## config.mk

```make
export PLATFORM = sky130hd
export DESIGN_NAME = ftrk_ctrl
export DESIGN_NICKNAME = d
export VERILOG_FILES = /design/src/hdl/ftrk_pkg.sv /design/src/hdl/ftrk_ctrl.sv
export SDC_FILE = /design/constraint.sdc
export NUM_CORES = 1
export LEC_CHECK = 0
export BUFFER_PORTS_ARGS = -buffer_cell sky130_fd_sc_hd__buf_2
export CORE_AREA = 4 4 41 43
export CTS_CLUSTER_DIAMETER = 60
export DETAILED_ROUTE_END_ITERATION = 8
export DIE_AREA = 0 0 45 47
export GPL_TIMING_DRIVEN = 0
export SETUP_SLACK_MARGIN = 0.1
export SLEW_MARGIN = 15
export SYNTH_ARGS = -nofsm -noshare
export SYNTH_HDL_FRONTEND = slang
export SYNTH_SLANG_ARGS = --single-unit
export TNS_END_PERCENT = 100
```

## constraint.sdc

```tcl
create_clock -name clk_i -period 2.91 [get_ports clk_i]
set_input_delay 0 -clock clk_i [delete_from_list [all_inputs] [get_ports clk_i]]
set_output_delay 0 -clock clk_i [all_outputs]
set_load 0.01 [all_outputs]
```

## src/hdl/ftrk_pkg.sv

```systemverilog
package ftrk_pkg;

  localparam int FlowEntries = 256;
  localparam int IdxW = $clog2(FlowEntries);
  localparam int CntW = $clog2(FlowEntries + 1);

  localparam int InW = 4 + 8 + 32 + 32 + 16 + 16 + 32 + 4 + 16 + 16;
  localparam int InBytesW = ((InW + 7) / 8) * 8;
  localparam int OutW = 3 + 2 + 1 + 17 + 9 + 9 + 32 * 6;
  localparam int OutBytesW = ((OutW + 7) / 8) * 8;

  localparam logic [7:0] ProtoTcp = 8'd6;
  localparam logic [7:0] ProtoUdp = 8'd17;

  localparam logic [2:0] ClassBadIp = 3'd0;
  localparam logic [2:0] ClassOther = 3'd1;
  localparam logic [2:0] ClassTcp = 3'd2;
  localparam logic [2:0] ClassTcpBad = 3'd3;
  localparam logic [2:0] ClassUdp = 3'd4;

  localparam logic [1:0] StatExisting = 2'd0;
  localparam logic [1:0] StatNew = 2'd1;
  localparam logic [1:0] StatFull = 2'd2;
  localparam logic [1:0] StatNa = 2'd3;

  // Commands from the controller to the datapath.
  typedef struct packed {
    logic load;      // capture input transaction
    logic rd;        // issue a table read at scan index
    logic scan_inc;  // advance scan index
    logic hit;       // record match at the previous read index
    logic upd_seq;   // write new sequence to hit entry
    logic insert;    // write new entry at used count
    logic finish;    // update counters and build result
  } ftrk_cmd_t;

  // Status from the datapath to the controller.
  typedef struct packed {
    logic bad_ip;
    logic is_tcp;
    logic is_udp;
    logic tcp_bad;
    logic scan_done;  // scan index reached used count
    logic match;      // registered read data matches key
    logic seq_greater;
    logic full;
  } ftrk_stat_t;

endpackage

```

## src/hdl/ftrk_ctrl.sv

```systemverilog
module ftrk_ctrl
  import ftrk_pkg::*;
(
  input  logic       clk_i,
  input  logic       rst_ni,
  input  logic       in_valid_i,
  output logic       in_ready_o,
  output logic       out_valid_o,
  input  logic       out_ready_i,
  input  ftrk_stat_t stat_i,
  output ftrk_cmd_t  cmd_o
);

  typedef enum logic [2:0] {
    StIdle, StDecode, StRead, StCheck, StFinish, StOut
  } state_e;

  state_e state_q;
  logic   out_valid_q;
  logic   found_q;

  assign in_ready_o = state_q == StIdle;
  assign out_valid_o = out_valid_q;

  always_comb begin
    cmd_o = '0;
    unique case (state_q)
      StIdle:   cmd_o.load = in_valid_i;
      StRead: begin
        cmd_o.rd = 1'b1;
        cmd_o.scan_inc = 1'b1;
      end
      StCheck: begin
        cmd_o.hit = stat_i.match;
        cmd_o.upd_seq = stat_i.match && stat_i.is_tcp && stat_i.seq_greater;
      end
      StFinish: begin
        cmd_o.finish = 1'b1;
        // A flow that was found is never inserted again.
        cmd_o.insert = !found_q && !stat_i.bad_ip && !stat_i.full &&
                       ((stat_i.is_tcp && !stat_i.tcp_bad) || stat_i.is_udp);
      end
      default: ;
    endcase
  end

  always_ff @(posedge clk_i or negedge rst_ni) begin
    if (!rst_ni) begin
      state_q <= StIdle;
      out_valid_q <= 1'b0;
      found_q <= 1'b0;
    end else begin
      unique case (state_q)
        StIdle: if (in_valid_i) begin
          state_q <= StDecode;
          found_q <= 1'b0;
        end
        StDecode: begin
          if (stat_i.bad_ip || (!stat_i.is_tcp && !stat_i.is_udp)) state_q <= StFinish;
          else if (stat_i.scan_done) state_q <= StFinish;
          else state_q <= StRead;
        end
        StRead: state_q <= StCheck;
        StCheck: begin
          if (stat_i.match) begin
            found_q <= 1'b1;
            state_q <= StFinish;
          end else if (stat_i.scan_done) state_q <= StFinish;
          else state_q <= StRead;
        end
        StFinish: begin
          state_q <= StOut;
          out_valid_q <= 1'b1;
        end
        StOut: begin
          if (out_ready_i) begin
            out_valid_q <= 1'b0;
            state_q <= StIdle;
          end
        end
        default: state_q <= StIdle;
      endcase
    end
  end

endmodule
```

==> impl_metrics.ini <==
[final_layout]
layout.nets = 74
fin_area_sq_um = 467
drive_above_1_share = 0.459
area_delta_synth_final_pct = 49.8
n_fill_cell = 153
antenna_cells = 0
final_cells = 76

[sta]
finalHoldViolations = 0
setup_viol = 0
slew_viol_final = 0
fin_crit_ns = 1.41
setup_ws_ns = 1.50
holdWs_ns = 0.0369
finalCritPeriodShare = 0.486
skew_ns = 0.00710
timing.fmax_mhz = 708
max-slew-margin-rel = 0.822
rsz0062_at_grt = no
finalSetupTns_ns = 0
tightest_slew_ns = 0.267

[floorplan]
io_pins = 21
die_w_um = 45
initial_core_util = 0.239
fp.dieH_um = 47
core_area_sq_um = 1300
fp-row-count = 13
die_area_sq_um = 2120

[outcome]
outcome = completed

[setup_path]
crit_type = reg2out
crit_path_start_kind = register
worstPathMaxFanout = 9
endpoint_kind = output pin
worstPathArrival_ns = 1.41
required_ns = 2.91

[placed_design]
place_area_sq_um = 430
hpwl_um = 684
io_buffers = 20
dp.cells = 71
finalWeightedCongestion = 0.677
dp_slack_ns = 1.74

[power]
combPwrFrac = 0.455
irDropWorstVdd_v = 0.000499
p_seq_frac = 0.327
p_int_uw = 233
power_frac_clock = 0.218
power.switching_uw = 156
p_leak_uw = 0.000244
p_sw_frac = 0.401
p_per_area_nw_per_um2 = 833

[synth]
yosysWarningCount = 0
yosys-top-cells-count = 5 x dfrtp_1, 5 x nor2_1, 4 x nand2_1
ys_seq_area_frac = 0.402
synthTopCellsByArea = dfrtp_1 40%, nor2_1 6.0%, nor3_1 4.8%
ys.flop_type = dfrtp_1
syn_nets = 48
synth_seq_cells = 5
synthDistinctLibCells = 22
syn_area_per_cell_sq_um = 8.65
synth_top_cell_area_share = 0.402
synth_area_sq_um = 312
synthArstFlopShare = 1.00
synth_edf_count = 0
synth_cells = 36
synth_top_area_cell = dfrtp_1

[routing]
vias_per_cell = 4.54
remaining_drc_errors = 0
ant_nets = 0
wl_per_cell_um = 11.4
drt-pass1-iter-count = 1
drtIter0Drc = 0
wirelength_um = 868
vias = 345

[grt]
antenna_found_initial = 0
use_met3 = 0.0536
grt-ovfl-total = 0
grt_max_degree = 10
grt_use_met1 = 0.112
busiest_layer = met2
grt_usage = 0.106
grt_pass1_vias = 345
use_met2 = 0.141
grt_pass1_wl_um = 1460

[clock_tree]
htreeDepth = 1
clockBufferDepth = 2
cts.clk_slew.worst_paths_ns = 0.05
cts-buffers-inserted = 3
clock_sink_count = 5
cts_tree = built
clkLatencyLatePin_ns = 0.25
root_buffer = clkbuf_4
post_cts_resized = 0

[run]
maxCapViolCount = 0

[worst_hold_path]
hold_path.class = in2reg
-- worst paths after layout --
check	start	to	slack [ns]	depth (start not counted)
hold reg to reg	out_valid_o	out_valid_o	0.47	1
max in group asynchronous	rst_ni	state_q[1]	2.69	2
hold / removal	out_ready_i	out_valid_o	0.04	3
setup reg to reg	state_q[0]	state_q[2]	1.78	4
min in group asynchronous	rst_ni	out_valid_o	0.09	2
setup / recovery	state_q[0]	cmd_o[1]	1.50	5
-- repair_timing --
action | 4_1_cts | 5_1_grt
hold buffers | 1 | 0
buffers inserted | 0 | 0
hold endpoints to repair | 5 | 0
-- logic make-up after synthesis --
| family | synth area share |
|---|---|
| compound gates | 0.177 |
| simple gates | 0.369 |
| flops | 0.402 |
| buf+inv | 0.0522 |
-- registers in the layout, summed over array words and instances, names as in the netlist --
signal / count
state_q: 3
found_q: 1
out_valid_o: 1
-- metrics by stage --
| stage | utilization | power (uW) |
|---|---|---|
| 3_3_place_gp | 0.331 | 304 |
| 3_5_place_dp | 0.331 | 306 |
| 4_1_cts | 0.359 | 395 |
| 6_report | 0.359 | 389 |
| 5_1_grt | 0.359 | 427 |
| 2_1_floorplan | - | 241 |
-- power by group through the flow --
stage	Clock (uW)	Combinational [uW]	Sequential, uW
2_1_floorplan	0	117	124
3_3_place_gp	0	177	127
3_5_place_dp	0	179	127
4_1_cts	86.7	181	126
5_1_grt	96.1	200	131
6_report	84.9	177	127
-- worst max-delay path, cell delays in order (launching register included) --
cell and delay [ns]:
dfrtp_1 0.35, buf_2 0.17, nor3b_2 0.24, o21ai_1 0.11, nor4_2 0.13, buf_2 0.16
-- metal layers --
metal | wire length (um) | up-vias
met5 | 0 | -
met4 | 43 | 0
met3 | 106 | 5
met2 | 351 | 16
met1 | 366 | 145
li1 | - | 179
-- placed cells by master, fill, tap and decap left out, drive strengths merged --
| cell type | instances |
|---|---|
| a21o | 1 |
| a21oi | 1 |
| and2 | 1 |
| and3 | 1 |
| and4b | 1 |
| buf | 22 |
| clkbuf | 4 |
| dfrtp | 5 |
| dlygate4sd3 | 1 |
| inv | 1 |
| nand2 | 4 |
| nor2 | 5 |
| nor2b | 2 |
| nor3 | 3 |
| nor3b | 1 |
| nor4 | 1 |
| o2111ai | 1 |
| o21a | 1 |
| o21ai | 2 |
| o311ai | 1 |
| o31ai | 1 |
| or3 | 1 |
-- final cells by class --
| class | instances | area, sq um | share of cell area |
|---|---|---|---|
| clock buffer | 4 | 26.3 | 0.0563 |
| inverter | 1 | 3.75 | 0.00804 |
| timing repair buffer | 21 | 110 | 0.236 |
| tap | 15 | 18.8 | 0.0402 |
| multi-input combinational | 28 | 170 | 0.365 |
| buffer | 2 | 12.5 | 0.0268 |
| sequential | 5 | 125 | 0.268 |
Power figures use the tool's default switching activity.
